$ cat config.mk
export PLATFORM = sky130hd
export DESIGN_NAME = framed_crc16_append_check_unit
export DESIGN_NICKNAME = d
export VERILOG_FILES = /design/src/design/fcrc_pkg.sv /design/src/design/fcrc_frame_proc.sv /design/src/design/framed_crc16_append_check_unit.sv
export SDC_FILE = /design/constraint.sdc
export NUM_CORES = 1
export LEC_CHECK = 0
export BUFFER_PORTS_ARGS = -buffer_cell sky130_fd_sc_hd__buf_2
export CORE_MARGIN = 2
export CORE_UTILIZATION = 40
export DETAILED_ROUTE_END_ITERATION = 8
export HOLD_SLACK_MARGIN = 0.1
export SYNTH_ARGS = -nofsm -noshare
export SYNTH_HDL_FRONTEND = slang
export SYNTH_SLANG_ARGS = --single-unit
$ cat constraint.sdc
create_clock -name i_clk -period 4.73 [get_ports i_clk]
set_input_delay 0.7095 -clock i_clk [delete_from_list [all_inputs] [get_ports i_clk]]
set_output_delay 0.7095 -clock i_clk [all_outputs]
set_load 0.01 [all_outputs]
$ cat src/design/fcrc_pkg.sv
// shared types, codes and the crc step function for the framed crc16 block
package fcrc_pkg;

    localparam int unsigned BYTE_W  = 8;
    localparam int unsigned CRC_W   = 16;
    localparam int unsigned MAX_RES = 3;
    localparam int unsigned CNT_W   = $clog2(MAX_RES + 1);

    localparam logic [CRC_W-1:0]  CRC_POLY = 16'h8005;
    localparam logic [BYTE_W-1:0] MIN_LEN  = 8'd3;

    // frame status codes
    localparam logic [1:0] FS_PROGRESS = 2'd0;
    localparam logic [1:0] FS_GOOD     = 2'd1;
    localparam logic [1:0] FS_BAD_CRC  = 2'd2;
    localparam logic [1:0] FS_BAD_LEN  = 2'd3;

    // result kind codes
    localparam logic KIND_DATA = 1'b0;
    localparam logic KIND_CRC  = 1'b1;

    // frame mode codes
    localparam logic MODE_GEN   = 1'b0;
    localparam logic MODE_CHECK = 1'b1;

    typedef struct packed {
        logic [CRC_W-1:0]  crc;
        logic [BYTE_W-1:0] pos;
        logic [BYTE_W-1:0] len;
        logic [BYTE_W-1:0] crc_lo;
    } t_frame_state;

    typedef struct packed {
        logic [BYTE_W-1:0] out_byte;
        logic              out_kind;
        logic [1:0]        status;
        logic              eof;
    } t_result;

    typedef struct packed {
        logic [CNT_W-1:0]             cnt;
        t_result [MAX_RES-1:0]        res;
    } t_bundle;

    function automatic t_result mk_result(logic [BYTE_W-1:0] b, logic kind,
                                          logic [1:0] status, logic eof);
        t_result r;
        r.out_byte = b;
        r.out_kind = kind;
        r.status   = status;
        r.eof      = eof;
        return r;
    endfunction

    // one byte into the crc, lsb first, left-shifting register
    function automatic logic [CRC_W-1:0] crc_feed(logic [CRC_W-1:0] crc_in,
                                                  logic [BYTE_W-1:0] b);
        logic [CRC_W-1:0] c;
        logic             fb;
        c = crc_in;
        for (int i = 0; i < BYTE_W; i++) begin
            fb = b[i] ^ c[CRC_W-1];
            c  = {c[CRC_W-2:0], 1'b0};
            if (fb) begin
                c = c ^ CRC_POLY;
            end
        end
        return c;
    endfunction

endpackage

$ cat src/design/fcrc_frame_proc.sv
// per-byte frame logic: next frame state and the result beats for one byte
module fcrc_frame_proc import fcrc_pkg::*; (
    input  logic [BYTE_W-1:0] i_byte,
    input  logic              i_mode,
    input  t_frame_state      i_state,
    output t_frame_state      o_state,
    output t_bundle           o_bundle
);

    logic [CRC_W-1:0]  crc_base;
    logic [CRC_W-1:0]  crc_fed;
    logic [BYTE_W-1:0] len;
    logic [BYTE_W-1:0] lo_base;
    logic              first;
    logic              good;

    assign first   = (i_state.pos == '0);
    assign len     = first ? i_byte : i_state.len;
    assign crc_base = first ? '0 : i_state.crc;
    assign lo_base = first ? '0 : i_state.crc_lo;
    assign crc_fed = crc_feed(crc_base, i_byte);
    assign good    = (crc_base[7:0] == lo_base) && (crc_base[15:8] == i_byte);

    always_comb begin
        o_state        = i_state;
        o_bundle       = '0;
        if (first && (i_byte < MIN_LEN)) begin
            // bad length byte closes the frame at once
            o_state         = '0;
            o_bundle.cnt    = CNT_W'(1);
            o_bundle.res[0] = mk_result(i_byte, KIND_DATA, FS_BAD_LEN, 1'b1);
        end else begin
            o_state.len    = len;
            o_state.crc    = crc_base;
            o_state.crc_lo = lo_base;
            o_bundle.res[0] = mk_result(i_byte, KIND_DATA, FS_PROGRESS, 1'b0);
            o_bundle.cnt    = CNT_W'(1);
            if (i_mode == MODE_GEN) begin
                o_state.crc = crc_fed;
                if (i_state.pos >= (len - MIN_LEN)) begin
                    o_state.pos     = '0;
                    o_bundle.cnt    = CNT_W'(3);
                    o_bundle.res[1] = mk_result(crc_fed[7:0], KIND_CRC, FS_PROGRESS, 1'b0);
                    o_bundle.res[2] = mk_result(crc_fed[15:8], KIND_CRC, FS_GOOD, 1'b1);
                end else begin
                    o_state.pos = i_state.pos + 8'd1;
                end
            end else begin
                if (i_state.pos >= (len - 8'd1)) begin
                    o_state.pos     = '0;
                    o_bundle.res[0] = mk_result(i_byte, KIND_DATA,
                                                good ? FS_GOOD : FS_BAD_CRC, 1'b1);
                end else begin
                    if (i_state.pos == (len - 8'd2)) begin
                        o_state.crc_lo = i_byte;
                    end else begin
                        o_state.crc = crc_fed;
                    end
                    o_state.pos = i_state.pos + 8'd1;
                end
            end
        end
    end

endmodule

$ cat src/design/framed_crc16_append_check_unit.sv
// top level of the framed crc16 append / check block
//
// input channel: one frame byte per beat on i_data_byte, i_data_valid / o_data_ready.
// the first byte of a frame is its total length, counting itself and two crc bytes.
// output channel: one result per beat (o_out_byte, o_out_kind, o_frame_status,
// o_end_of_frame) on o_result_valid / i_result_ready.
// config: i_cfg_we writes i_cfg_wdata into frame_mode (0 generate, 1 check);
// the user must write it only while the block is idle; the block does not enforce this.
// a byte taken into the input register moves into the result register once that
// register is empty or emptying; slot 0 of the result register is on the port.
// throughput: one byte per cycle while the receiver takes every beat; in generate
// mode the last data byte of a frame yields three result beats, which the single
// output port drains from the result register; the next byte loads only as the last leaves.
// a stalled receiver holds the result register; one more byte still lands in the
// input register before o_data_ready drops.
// reset: frame state, crc, frame_mode and both valid flags clear; the block
// then awaits a length byte.
module framed_crc16_append_check_unit import fcrc_pkg::*; (
    input  logic              i_clk,
    input  logic              i_rst_n,
    input  logic              i_cfg_we,
    input  logic              i_cfg_wdata,
    input  logic              i_data_valid,
    output logic              o_data_ready,
    input  logic [BYTE_W-1:0] i_data_byte,
    output logic              o_result_valid,
    input  logic              i_result_ready,
    output logic [BYTE_W-1:0] o_out_byte,
    output logic              o_out_kind,
    output logic [1:0]        o_frame_status,
    output logic              o_end_of_frame
);

    logic                   r_frame_mode;
    logic                   r_in_vld;
    logic [BYTE_W-1:0]      r_in_byte;
    t_frame_state           r_state;
    t_frame_state           n_state;
    t_bundle                n_bundle;
    logic [CNT_W-1:0]       r_res_cnt;
    t_result [MAX_RES-1:0]  r_res;
    logic                   w_pop;
    logic                   w_load;
    logic                   w_take;

    // result beat leaves the output register
    assign w_pop  = o_result_valid && i_result_ready;
    // buffered byte moves into the result register once it is empty or emptying
    assign w_load = r_in_vld && ((r_res_cnt == '0) ||
                                 ((r_res_cnt == CNT_W'(1)) && i_result_ready));
    assign o_data_ready = !r_in_vld || w_load;
    assign w_take = i_data_valid && o_data_ready;

    fcrc_frame_proc u_proc (
        .i_byte   (r_in_byte),
        .i_mode   (r_frame_mode),
        .i_state  (r_state),
        .o_state  (n_state),
        .o_bundle (n_bundle)
    );

    // config register
    always_ff @(posedge i_clk) begin
        if (!i_rst_n) begin
            r_frame_mode <= MODE_GEN;
        end else if (i_cfg_we) begin
            r_frame_mode <= i_cfg_wdata;
        end
    end

    // input register
    always_ff @(posedge i_clk) begin
        if (!i_rst_n) begin
            r_in_vld <= 1'b0;
        end else if (w_take) begin
            r_in_vld <= 1'b1;
        end else if (w_load) begin
            r_in_vld <= 1'b0;
        end
    end

    always_ff @(posedge i_clk) begin
        if (w_take) begin
            r_in_byte <= i_data_byte;
        end
    end

    // frame state advances when a byte is processed
    always_ff @(posedge i_clk) begin
        if (!i_rst_n) begin
            r_state <= '0;
        end else if (w_load) begin
            r_state <= n_state;
        end
    end

    // result register: up to three beats, slot 0 is on the port
    always_ff @(posedge i_clk) begin
        if (!i_rst_n) begin
            r_res_cnt <= '0;
        end else if (w_load) begin
            r_res_cnt <= n_bundle.cnt;
        end else if (w_pop) begin
            r_res_cnt <= r_res_cnt - CNT_W'(1);
        end
    end

    always_ff @(posedge i_clk) begin
        if (w_load) begin
            r_res <= n_bundle.res;
        end else if (w_pop) begin
            r_res[0] <= r_res[1];
            r_res[1] <= r_res[2];
        end
    end

    assign o_result_valid = (r_res_cnt != '0);
    assign o_out_byte     = r_res[0].out_byte;
    assign o_out_kind     = r_res[0].out_kind;
    assign o_frame_status = r_res[0].status;
    assign o_end_of_frame = r_res[0].eof;

    // last beat of a frame never reports in-progress status
    a_eof_status: assert property (@(posedge i_clk) disable iff (!i_rst_n)
        (o_result_valid && o_end_of_frame) |-> (o_frame_status != FS_PROGRESS))
        else $error("frame end with in-progress status");

    // first appended crc byte always has the high byte queued behind it
    a_crc_tail: assert property (@(posedge i_clk) disable iff (!i_rst_n)
        (o_result_valid && (o_out_kind == KIND_CRC) && !o_end_of_frame)
            |-> (r_res_cnt == CNT_W'(2)))
        else $error("crc low byte without queued high byte");

    // a loaded frame-ending bundle leaves the block awaiting a length byte
    a_frame_restart: assert property (@(posedge i_clk) disable iff (!i_rst_n)
        (w_load && n_bundle.res[n_bundle.cnt - CNT_W'(1)].eof) |=> (r_state.pos == '0))
        else $error("position not cleared after frame end");

    // a load never overwrites beats still waiting to be taken
    a_no_overwrite: assert property (@(posedge i_clk) disable iff (!i_rst_n)
        w_load |-> ((r_res_cnt == '0) || ((r_res_cnt == CNT_W'(1)) && w_pop)))
        else $error("result register overwritten");

endmodule

# --- Yosys cells after proc, flatten, opt, wreduce, memory -nomap -nowiden ---
# Cells that the tools add are included.
totals:
  in_bits: 14
  out_inout_bits: 14
  elab_cells: 99
  register_bits: 88
classes:
  eq_ne: 4
  bitwise_logic: 17
  addsub: 5
  reduce_logical: 16
  order_cmp: 3
  n_mux: 34
ops:
  columns: ["operator", "count"]
  rows:
  - ["2-to-1 mux 16 bit", 11]
  - ["2-to-1 mux 24 bit", 3]
  - ["2-to-1 mux 8 bit", 7]
  - ["2-to-1 mux 26 bit", 2]
  - ["2-to-1 mux 40 bit", 1]
  - ["equality test 8 bit", 3]
  - ["inverter 3 bit", 8]
  - [">= comparator 8 bit", 2]
  - ["subtractor 8 x 2 -> 8 bit (second input constant)", 2]
  - ["2-to-1 mux 12 bit", 1]
  - ["2-to-1 mux 3 bit", 3]
  - ["adder 8 x 1 -> 8 bit (second input constant)", 1]
  - ["logical NOT 8 bit", 1]
  - ["< comparator 8 x 2 -> 1 bit (second input constant)", 1]
  - ["2-to-1 mux 2 bit", 4]
  - ["subtractor 8 x 1 -> 8 bit (second input constant)", 1]
  - ["bitwise XOR 1 bit", 8]
  - ["logical AND 1 bit", 6]
  - ["nonzero test 2 bit", 3]
  - ["OR reduction 3 bit", 1]
  - ["equality test 2 x 1 -> 1 bit (second input constant)", 1]
  - ["logical NOT 2 bit", 1]
  - ["logical OR 1 bit", 2]
  - ["2-to-1 mux 1 bit", 2]
  - ["other kinds (4)", 4]

# --- Longest topological paths before layout ---
# Gate-level depths: netlist (run 1).
depth:
  depth_word: 22
  mapped_depth: 21
  ltp_nobuf: 19

# --- Cells and area by module ---
# From an unflattened synthesis (run 1), not the netlist that was laid out.
hier_totals:
  cells_unflattened: 693
  area_unflattened_um2: 6163.4
by_module_without_submodules:
  columns: ["module", "seq_area_each_um2", "area_each_um2", "cells_per_inst", "instances"]
  rows:
  - ["framed_crc16_append_check_unit", 2202.1, 3502.1, 291, 1]
  - ["fcrc_frame_proc", 0.0, 2661.3, 402, 1]

# --- Least setup slack after synthesis (run 1) ---
# No wires, ideal clock.
synth_timing:
  path_kind: "register to register"
  start: "register r_state[17] (netlist bit)"
  end: "register r_state[24] (netlist bit)"
  setup_ns: 0.136
  path_buffers: 2
  stages_incl_launch_ff: 21
  period_less_slack_ns: 5.089
  required_time_ns: 4.594
  arrival_time_ns: 4.952
  path_slack_ns: -0.359
  path_cell_list: "dfxtp_1 -> inv_1 -> ha_1 -> or4b_4 -> buf_6 -> nor2_1 -> mux2i_1 -> ha_1 -> inv_1 -> nor4b_1 -> nand2_1 -> xnor2_1 -> mux2i_1 -> ha_1 -> and3_1 -> a221oi_1 -> o21ai_1 -> a41o_1 -> a21oi_1 -> clkbuf_1 -> o22ai_1"
synth_via:
  elab_chain_len: 22
  word_cells_on_any_way: 35
  classes_between: "add/sub: 2; order compare: 1; eq/ne: 1; mux: 14; bitwise: 15; reduce/logical: 2"
synth_rtl:
  columns: ["element", "line", "text"]
  rows:
  - ["start: declaration", "framed_crc16_append_check_unit.sv:37", "t_frame_state r_state;"]
  - ["start signal: assignment", "framed_crc16_append_check_unit.sv:93", "r_state <= n_state;"]
  - ["logical NOT 8 bit", "fcrc_frame_proc.sv:17", "assign first = (i_state.pos == '0);"]
  - ["2-to-1 mux 16 bit", "fcrc_frame_proc.sv:19", "assign crc_base = first ? '0 : i_state.crc;"]
  - ["bitwise XOR 1 bit / inverter 3 bit (equally long branches)", null, null]
  - ["2-to-1 mux 16 bit", "fcrc_pkg.sv:64", "if (fb) begin"]
  - ["bitwise XOR 1 bit", "fcrc_pkg.sv:62", "fb = b[i] ^ c[CRC_W-1];"]
  - ["2-to-1 mux 16 bit", "fcrc_pkg.sv:64", null]
  - ["bitwise XOR 1 bit", "fcrc_pkg.sv:62", null]
  - ["2-to-1 mux 16 bit", "fcrc_pkg.sv:64", null]
  - ["[6 not listed]", null, null]
  - ["bitwise XOR 1 bit", "fcrc_pkg.sv:62", null]
  - ["2-to-1 mux 16 bit", "fcrc_pkg.sv:64", null]
  - ["bitwise XOR 1 bit", "fcrc_pkg.sv:62", null]
  - ["2-to-1 mux 16 bit", "fcrc_pkg.sv:64", null]
  - ["2-to-1 mux 16 bit", "fcrc_frame_proc.sv:54", "if (i_state.pos == (len - 8'd2)) begin"]
  - ["2-to-1 mux 16 bit", "fcrc_frame_proc.sv:49", "if (i_state.pos >= (len - 8'd1)) begin"]
  - ["2-to-1 mux 24 bit", "fcrc_frame_proc.sv:38", "if (i_mode == MODE_GEN) begin"]
  - ["2-to-1 mux 40 bit (*)", "fcrc_frame_proc.sv:27", "if (first && (i_byte < MIN_LEN)) begin"]
# Mark *: on every way between the ends. The rest lies on a longest branch, timed or not.
# A chain may end at the register's enable or synchronous reset.

# --- Worst setup path in the final report (run 1) ---
layout_timing:
  start: "register r_state[16] (netlist bit)"
  end: "register r_state[28] (netlist bit)"
layout_via:
  elab_chain_len: 20
  word_cells_on_any_way: 32
  classes_between: "add/sub: 2; order compare: 1; eq/ne: 1; mux: 14; bitwise: 12; reduce/logical: 2"
layout_rtl:
  columns: ["element", "line"]
  rows:
  - ["logical NOT 8 bit", "fcrc_frame_proc.sv:17"]
  - ["2-to-1 mux 16 bit", "fcrc_frame_proc.sv:19"]
  - ["bitwise XOR 1 bit / inverter 3 bit (equally long branches)", null]
  - ["2-to-1 mux 16 bit", "fcrc_pkg.sv:64"]
  - ["bitwise XOR 1 bit", "fcrc_pkg.sv:62"]
  - ["2-to-1 mux 16 bit", "fcrc_pkg.sv:64"]
  - ["bitwise XOR 1 bit", "fcrc_pkg.sv:62"]
  - ["2-to-1 mux 16 bit", "fcrc_pkg.sv:64"]
  - ["[2 not listed]", null]
  - ["bitwise XOR 1 bit", "fcrc_pkg.sv:62"]
  - ["2-to-1 mux 16 bit", "fcrc_pkg.sv:64"]
  - ["bitwise XOR 1 bit", "fcrc_pkg.sv:62"]
  - ["2-to-1 mux 16 bit (3 in series)", "fcrc_pkg.sv:64"]
  - ["2-to-1 mux 16 bit", "fcrc_frame_proc.sv:54"]
  - ["2-to-1 mux 16 bit", "fcrc_frame_proc.sv:49"]
  - ["2-to-1 mux 24 bit", "fcrc_frame_proc.sv:38"]
  - ["2-to-1 mux 40 bit (*)", "fcrc_frame_proc.sv:27"]
# Marked as above.

==> results.md, run 1 <==
- Hold path start: r_res_cnt[0]
- Initial Utilization: 40.7%
- Area grow syn2layout: 13.9%
- DRT Pass-1 Iters: 5
- TritonCTS clock tree: yes
- Initial antenna violation count: 0
- Most common cell in the netlist: nand2_1
- Gpl congestion: 0.943
- Setup TNS: 0 ps
- Port Buffers: 27
- Final ANT Viol Nets: 0
- Hold crit path type: reg -> reg
- Fin. max-slew vios: 0
- CTS max path bufs: 2
- Max Cap Viol: 0
- Root buffer cell: clkbuf_16
- N_diodes: 0
- Final Hold Vio Count: 0
- Die footprint: 14400 um^2
- Max stage delay on crit path: 490 ps
- Synth Cell Area: 5370 um^2
- Grt ovf: 0
- Routed WL: 14300 um
- Worst path slowest cell: or4b_4
- Worst Path Arrival: 4710 ps
- CP Capture Type: flop
- CTS Sinks: 83
- Setup crit start: r_state[16]
- FP Rows: 42
- GR Util All Layers: 21.2%
- Vert. Die Dim: 120 um
- Worst-margin pin slew: 755 ps
- Multi-input logic area: 3010 um^2
- Post-synthesis sequential area ratio: 38.2%
- Reg area: 2050 um^2
- Total power divided by cell area: 375 nW/um^2
- Crit path launch type: flop
- Clk_lat worst skew: 360 ps
- Synth Instances: 608
- Crit-path most repeated cell: ha_1
- CP max FO: 16
- Core area: 13200 um^2
- Finish-stage setup viols: 0
- Largest net degree at the start of global routing: 36
- Ranking of synthesized cells by area: edfxtp_1, dfxtp_1, xnor2_1, ha_1, nand2_1
- Vias in the first global route: 4467
- Clock slew at reported path FFs: 70 ps
- CP Class: reg -> reg
- Lkg Pwr: 0.00240 uW
- DRC Markers: 0
- Status: completed
- Post-synth net total: 645
- First-pass GRT wire length: 23500 um
- Num CTS Buffers: 9
- Vias post-DR: 4471
- Die Wd: 120 um
- Final core utilization: 46.3%
- F_max: 224 MHz
- RR Startpoint: r_state[16]
- Tmin final: 4470 ps
- Synth top area share: 21.8%
- Max-slew headroom: 49.0%
- Net count, final: 662
- Via/cell ratio: 5.55
- Share of layout cells above drive strength 1: 15.6%
- Clk_skew: 9.26 ps
- Crit-path cells: inv_1 -> ha_1 -> or4b_4 -> buf_4 -> o21ai_4 -> and2_1 -> ha_1 -> inv_1 -> or3_1 -> xor2_1 -> nand2_1 -> o21ai_0 -> ha_1 -> a21o_1 -> a221oi_4 -> o21ai_4 -> a41o_1 -> a21oi_2 -> buf_12 -> o22ai_1
- Wire length per cell: 17.7 um
- Library cells used by synthesis: 65
- Seq cells post-synth: 83
- Post-synth EDFFs: 39
- Family with the most delay on the worst path: compound AO/OA/AOI/OAI gates
- Critical path required time: 4960 ps
- Synth warn: 0
- Crit path buf inv count: 4
- # fillers: 1275
- Final Power: 2290 uW
- Area leader, netlist: edfxtp_1
- DP Wirelength: 10200 um
- Most used DFF post-synth: dfxtp_1
- Post-synth top cells: nand2_1, xnor2_1, dfxtp_1
- I/O pin count: 28
- H-tree level count: 3
- Avg Cell Area, Syn: 8.82 um^2
- Peak supply drop: 207 uV
- Iteration-0 DRC Markers: 275
- Fin crit share: 94.6%
- CTS hold repair buffers: 0
- Asr flop ratio synth: 0%
## cells in the final DEF, fill, tap and decap left out, types with 3 or more instances in the layout
cell type	synthesis	layout
xor2_1	17	17
a21o_1	5	5
buf_4	10	32
nand4_1	3	3
nand2_1	69	68
dfxtp_1	44	44
nor3_1	12	11
buf_2	3	27
a21oi_1	26	24
nor2b_1	6	6
ha_1	23	23
a22oi_1	5	5
a31oi_1	10	10
edfxtp_1	39	39
a211oi_1	3	3
nor2_1	30	29
and2_1	4	4
mux2i_1	5	3
a221o_1	7	7
and3_1	18	18
nor4_1	4	3
or4_1	4	4
o22ai_1	13	13
clkbuf_16	0	9
nand3_1	25	24
a21boi_0	6	6
inv_1	34	34
xnor2_1	52	52
nand3b_1	3	3
o2bb2ai_1	6	6
nand2b_1	6	6
o21ai_0	30	30
or3_1	10	10
## metrics by stage
stage | std cells | hold WS (ps) | cell area [um^2] | worst slack (ps)
3_5_place_dp | 789 | 477 | 5730 | 44.7
5_1_grt | 806 | 517 | 6110 | -13.2
3_3_place_gp | 789 | 465 | 5730 | 172
2_1_floorplan | 608 | 453 | 5390 | 68.8
6_report | 806 | 491 | 6110 | 256
4_1_cts | 805 | 490 | 6030 | 5.77
## sequential cells by signal, summed over array words and instances (netlist names)
name / cells
o_out_kind: 1
r_frame_mode: 1
r_in_byte: 8
r_in_vld: 1
o_out_byte: 8
o_end_of_frame: 1
o_frame_status: 2
r_state: 40
r_res: 19
r_res_cnt: 2
## where the power goes
part | leakage, uW | total [uW] | switching (uW) | internal, uW
Sequential | 0.000739 | 898 | 56.9 | 841
Clock | 0.000144 | 732 | 319 | 413
Combinational | 0.00151 | 664 | 389 | 275
## what timing repair did
item / 4_1_cts / 5_1_grt
buffers inserted: 0 / 1
setup endpoints to repair: 1 / 45
resized for setup: 1 / 15
## path summary, 6_finish.rpt
kind	to	slack, ps	depth (start not counted)
setup reg to reg	r_state[28]	260	20
hold reg to reg	r_res_cnt[0]	490	1
hold / removal	r_res_cnt[0]	490	1
setup / recovery	r_state[28]	260	20
## kinds of logic (layout without fill, tap and decap cells)
kind of cell / after synthesis / count (layout) / share of synthesized area (%)
and+or+nand+nor: 204 / 204 / 19.3
xor gates and xnor gates: 71 / 71 / 12.1
DFF: 83 / 83 / 38.2
AOI/OAI and AO/OA: 132 / 132 / 16.4
adders and majority gates: 23 / 23 / 5.36
buffers and inverters: 89 / 111 / 7.42
muxes: 6 / 6 / 1.14
## final cells by class
cell class	count	area share, %
Multi-Input combinational cell	436	49.3
Sequential cell	83	33.6
Timing Repair Buffer	60	6.47
Clock buffer	9	3.68
Tap cell	176	3.60
Inverter	35	2.15
Clock inverter	7	1.25
## metal layers
metal	vias up	GRT usage (%)	routed length (um)	share of wire, %
met2	142	33.4	6640	47
met5	-	0	0	0
li1	2172	-	-	-
met1	2117	27.2	6350	45
met3	40	4.23	800	5.6
met4	0	11.5	477	3.3
## worst register-to-register path: stages, from the launching register on
cell      delay [ps]
dfxtp_1          320
inv_1            110
ha_1             170
or4b_4           490
buf_4            190
o21ai_4          160
and2_1           200
ha_1             220
inv_1            100
or3_1            330
xor2_1           150
nand2_1           80
o21ai_0          150
ha_1             350
a21o_1           190
a221oi_4         300
o21ai_4          160
a41o_1           280
a21oi_2          160
buf_12           170
o22ai_1           90
Note: power is estimated with default switching activity, not from simulation.
==> inputs of run 2 (changes only) <==
Settings changed: CORE_ASPECT_RATIO set to 0.8.
==> run 2 against run 1 <==
Effect of this change:
- maximum frequency down 0.19%
- hold slack improved by 11 ps
- die area about the same
- final cell count decreased by 0.50%
- critical path type unchanged
==> results.md, run 2 (synthesis results as in run 1) <==
- Commonest non-fill, non-tap cell in the layout: nand2_1
- CTS Sinks: 83 (unchanged)
- Hold crit path type: reg -> reg
- Final Power: 2250 uW (-1.8%)
- Post-DP Area: 5690 um^2 (-0.63%)
- Num CTS Buffers: 9 (unchanged)
- Final core utilization: 46.5% (+0.17 points)
- DP Wirelength: 10800 um (+6.4%)
- Gpl congestion: 0.926 (-1.8%)
- GR Util All Layers: 21.4% (+0.26 points)
- Initial Utilization: 41.4% (+0.71 points)
- Crit-path most repeated cell: ha_1
- Fin crit share: 94.8% (+0.18 points)
- Wire length per cell: 18.7 um (+5.4%)
- Clk_skew: 6.45 ps (-2.81 ps)
- DRT Pass-1 Iters: 5 (unchanged)
- Max stage delay on crit path: 490 ps (about the same)
- Worst Path Arrival: 4700 ps (about the same)
- Vias in the first global route: 4047 (-9.4%)
- H-tree level count: 3 (unchanged)
- Net count, final: 659 (-0.45%)
- Initial antenna violation count: 0 (unchanged)
- I/O pin count: 28 (unchanged)
- Iteration-0 DRC Markers: 436 (+59%)
- # fillers: 1259 (-1.3%)
- Port Buffers: 27 (unchanged)
- Number of instances in the placed design: 785 (-0.51%)
- Vert. Die Dim: 108 um (-10%)
- Final Non-Filler Cells: 802 (-0.50%)
- N_diodes: 0 (unchanged)
- Final Cell Area: 6030 um^2 (-1.4%)
- Top reg by flops: r_state
- Peak supply drop: 199 uV (-4.0%)
- Via/cell ratio: 5.59 (+0.79%)
- Die footprint: 14400 um^2 (about the same)
- Area grow syn2layout: 12.4%
- Commonest non-fill, non-tap cells in the layout: nand2_1, xnor2_1, dfxtp_1
- FP Rows: 37 (-12%)
- Fin. max-slew vios: 0 (unchanged)
- Share of layout cells above drive strength 1: 14.5% (-1.0 points)
- Largest regs: r_state: 40 flops, r_res: 19 flops
- Worst path slowest cell: or4b_4
- First-pass GRT wire length: 23200 um (-1.4%)
- Critical path required time: 4950 ps (about the same)
- Tmin final: 4480 ps (+8.63 ps)
- Finish-stage setup viols: 0 (unchanged)
- Final ANT Viol Nets: 0 (unchanged)
- Vias post-DR: 4484 (+0.29%)
- Max Cap Viol: 0 (unchanged)
- TritonCTS clock tree: yes
- Grt ovf: 0 (unchanged)
- Largest net degree at the start of global routing: 36 (unchanged)
- Max-slew headroom: 17.5% (-31 points)
- Status: completed
- Clock slew at reported path FFs: 60 ps (about the same)
- Total power divided by cell area: 374 nW/um^2 (-0.40%)
- Lkg Pwr: 0.00238 uW (-0.88%)
- Root buffer cell: clkbuf_16
- Crit-path cells: inv_1 -> ha_1 -> or4b_4 -> buf_4 -> o21ai_4 -> and2_1 -> ha_1 -> inv_1 -> or3_1 -> xor2_1 -> nand2_1 -> o21ai_0 -> ha_1 -> a21o_1 -> a221oi_1 -> o21ai_2 -> a41o_1 -> a21oi_2 -> buf_6 -> o22ai_1
- Core area: 13000 um^2 (-1.7%)
- Final Hold Vio Count: 0 (unchanged)
- Worst-margin pin slew: 1230 ps (+470 ps)
- CTS hold repair buffers: 0 (unchanged)
- Clk_lat worst skew: 340 ps (-20 ps)
- Crit path launch type: flop
- F_max: 223 MHz (-0.19%)
- DRC Markers: 0 (unchanged)
- Routed WL: 15000 um (+4.9%)
- CTS max path bufs: 2 (unchanged)
- CP max FO: 16 (unchanged)
- FF-to-FF setup slack: 250 ps (about the same)
- Die Wd: 133 um (+11%)
- CP Class: reg -> reg
- CP Capture Type: flop
- Max FFs per register: 40 (unchanged)
-- run 2: final timing paths --
check | startpoint | to | cells past startpoint
worst max-delay path | r_state[16] | r_state[27] | 20
worst min-delay path | r_state[38] | r_state[38] | 2
worst max register to register | r_state[16] | r_state[27] | 20
worst min register to register | r_state[38] | r_state[38] | 2
-- run 2: final cells by class --
type	count	area, um^2	share of cell area (%)
clock buffer	10	229	3.80
clock inverter	6	63.8	1.06
inverter	35	131	2.18
multi-input combinational	436	2970	49.3
sequential	83	2050	34.0
tap	175	219	3.63
timing repair buffer	57	364	6.04
-- run 2: timing repair --
action                                  4_1_cts  5_1_grt
setup buffers                                 0        1
gates resized for setup                       1       11
endpoints found under the setup margin        1       37
-- run 2: power by group --
part | switching [uW] | internal, uW | leakage [uW]
Combinational | 390 | 266 | 0.00150
Sequential | 60.9 | 841 | 0.000739
Clock | 285 | 409 | 0.000140
-- run 2: critical path, delay by kind of cell (launching register included) --
kind / cells / cell delay, ps
buffers and inverters: 4 / 590
adders and majority gates: 3 / 700
DFF: 1 / 350
xor gates and xnor gates: 1 / 150
AOI/OAI and AO/OA: 8 / 1470
and+or+nand+nor: 4 / 1080
-- run 2: metrics by stage --
step | TNS [ps] | worst slack, ps | hold WS [ps]
2_1_floorplan | 0 | 68.8 | 453
3_3_place_gp | 0 | 139 | 467
3_5_place_dp | 0 | 2.29 | 488
4_1_cts | 0 | 91.8 | 497
5_1_grt | -4.17 | -4.17 | 527
6_report | 0 | 248 | 501
-- run 2: per-layer routing --
metal	up-vias	track usage, %	routed length (um)
li1	2169	-	-
met1	2110	33.5	7620
met2	188	29.1	5920
met3	17	4.71	1250
met4	0	5.70	180
met5	-	0	0
==> inputs of run 3 (changes only) <==
--- a/config.mk
+++ b/config.mk
@@ -7,5 +7,4 @@
 export LEC_CHECK = 0
 export BUFFER_PORTS_ARGS = -buffer_cell sky130_fd_sc_hd__buf_2
-export CORE_ASPECT_RATIO = 0.8
 export CORE_MARGIN = 2
 export CORE_UTILIZATION = 40
==> constraint.sdc (replaced) <==
create_clock -name i_clk -period 4.73 [get_ports i_clk]
set_input_delay 1.419 -clock i_clk [delete_from_list [all_inputs] [get_ports i_clk]]
set_output_delay 1.419 -clock i_clk [all_outputs]
set_load 0.01 [all_outputs]
==> run 3 against run 2 <==
Effect of this change:
- total power shrank 0.33%
- die area is essentially flat
- flip-flop and latch count is the same
- sequential share of layout area shrank 0.22 points
- first-iteration DRC count shrank 23%
- largest power group unchanged
- setup slack lost 39 ps
==> results.md, run 3 (synthesis results as in run 1) <==
- CP max FO: 8 (-8)
- Grt ovf: 0 (unchanged)
- Clock slew at reported path FFs: 70 ps (about the same)
- Final core utilization: 46.0% (-0.51 points)
- Final Hold Vio Count: 0 (unchanged)
- Status: completed
- Clk_skew: 10.0 ps (+3.54 ps)
- Unrepaired setup endpoints after global routing: true
- Commonest non-fill, non-tap cells in the layout: nand2_1, xnor2_1, dfxtp_1
- Net count, final: 662 (+0.46%)
- Root buffer cell: clkbuf_16
- Finish-stage setup viols: 0 (unchanged)
- Hold crit path type: reg -> reg
- H-tree level count: 3 (unchanged)
- CP Class: reg -> reg
- Fin. max-slew vios: 0 (unchanged)
- Initial antenna violation count: 0 (unchanged)
- Port Buffers: 27 (unchanged)
- Fin crit share: 95.6% (+0.83 points)
- Int Power: 1480 uW (-2.1%)
- Sequential share of power: 39.9% (-0.2 points)
- Via/cell ratio: 5.52 (-1.2%)
- Clk_lat worst skew: 350 ps (about the same)
- Combinational Power Share: 29.2% (about the same)
- M2 GR Usage: 33.8% (+4.7 points)
- Final ANT Viol Nets: 0 (unchanged)
- Final Cell Area: 6070 um^2 (+0.64%)
- Routed WL: 14000 um (-6.2%)
- Share of layout cells above drive strength 1: 15.2% (+0.72 points)
- Top reg by flops: r_state
- Met3 Use GR: 4.85% (+0.14 points)
- CP Capture Type: flop
- Worst Path Arrival: 4810 ps (+110 ps)
- Area grow syn2layout: 13.1%
- CTS max path bufs: 2 (unchanged)
- FP Rows: 42 (+14%)
- DP Wirelength: 10200 um (-5.5%)
- N_diodes: 0 (unchanged)
- Worst-margin pin slew: 735 ps (-490 ps)
- Vias in the first global route: 4375 (+8.1%)
- Max Cap Viol: 0 (unchanged)
- Max-slew headroom: 49.7% (+32 points)
- Crit path launch type: flop
- I/O pin count: 28 (unchanged)
- Switching share of total power: 33.9% (+1.2 points)
- Number of instances in the placed design: 789 (+0.51%)
- F_max: 221 MHz (-0.87%)
- Setup WS pre-CTS: 58.0 ps (+55.7 ps)
- Met1 GRT Util: 25.9% (-7.6 points)
- First-pass GRT wire length: 22800 um (-1.5%)
- Num CTS Buffers: 9 (unchanged)
- Wire length per cell: 17.4 um (-6.7%)
- Net Switching: 761 uW (+3.4%)
- Final Non-Filler Cells: 806 (+0.50%)
- TritonCTS clock tree: yes
- Gpl congestion: 0.950 (+2.5%)
- Die footprint: 14400 um^2 (about the same)
- Core area: 13200 um^2 (+1.8%)
- Largest regs: r_state: 40 flops, r_res: 19 flops
- Largest net degree at the start of global routing: 36 (unchanged)
- Iteration-0 DRC Markers: 334 (-23%)
- GR Util All Layers: 20.5% (-0.88 points)
- Initial Utilization: 40.7% (-0.71 points)
- Lkg Pwr: 0.00240 uW (+0.80%)
- Commonest non-fill, non-tap cell in the layout: nand2_1
- DRT Pass-1 Iters: 5 (unchanged)
- Tmin final: 4520 ps (+39.2 ps)
- Peak supply drop: 198 uV (-0.45%)
- Critical path required time: 5020 ps (+70 ps)
- Vert. Die Dim: 120 um (+11%)
- Post-DP Area: 5730 um^2 (+0.64%)
- Grt peak-use layer: met2
- Clock network fraction of design power: 30.8% (about the same)
- Max FFs per register: 40 (unchanged)
- Vias post-DR: 4451 (-0.74%)
- # fillers: 1291 (+2.5%)
- Die Wd: 120 um (-10%)
- Total power divided by cell area: 370 nW/um^2 (-0.97%)
- DRC Markers: 0 (unchanged)
- Final Power: 2250 uW (-0.33%)
- Final worst-path setup slack: 208 ps (-39.2 ps)
- CTS Sinks: 83 (unchanged)
==> run 3: critical path, stage by stage (launching register included) <==
cell	delay, ps
dfxtp_1	320
inv_1	100
ha_1	180
or4b_4	490
buf_4	190
o21ai_4	150
and2_1	200
ha_1	200
inv_1	90
or3_1	340
xnor2_1	140
o21ai_0	250
ha_1	300
a21o_1	160
a221oi_1	320
o21ai_2	210
buf_4	190
nor3_2	400
a221o_1	220
==> run 3: metal layers <==
layer / wire (um) / up-vias
li1: - / 2169
met1: 6080 / 2118
met3: 757 / 24
met2: 6860 / 140
met5: 0 / -
met4: 337 / 0
==> run 3: final timing paths <==
check                       to  cells past startpoint         start  slack (ps)
setup / recovery    r_state[2]                     18   r_state[16]         210
hold / removal    r_res_cnt[0]                      1  r_res_cnt[0]         490
setup reg to reg    r_state[2]                     18   r_state[16]         210
hold reg to reg   r_res_cnt[0]                      1  r_res_cnt[0]         490
==> run 3: final cells by class <==
cell class                      count  area [um^2]  area share [%]
Inverter                           35          131            2.16
Tap cell                          176          220            3.63
Multi-Input combinational cell    436         2980            49.1
Clock inverter                      7         66.3            1.09
Sequential cell                    83         2050            33.8
Clock buffer                        9          225            3.71
Timing Repair Buffer               60          395            6.52
==> run 3: what timing repair did <==
action                                  in CTS  in global routing
hold buffers                                 0                  0
buffers inserted                             0                  1
endpoints found under the setup margin       0                 45
resized for setup                            0                 11
==> run 3: power groups by stage <==
stage / clock (uW) / combinational (uW) / sequential [uW]
6_report: 693 / 656 / 897
2_1_floorplan: 0 / 499 / 885
4_1_cts: 713 / 649 / 896
3_5_place_dp: 0 / 645 / 911
3_3_place_gp: 0 / 638 / 911
5_1_grt: 746 / 728 / 905
==> run 3: through the flow <==
| step | hold WS (ps) | setup TNS [ps] |
|---|---|---|
| finish | 493 | 0 |
| global route | 515 | -2040 |
| CTS | 500 | 0 |
| detailed placement | 485 | 0 |
| global placement | 466 | 0 |
| floorplan | 453 | 0 |
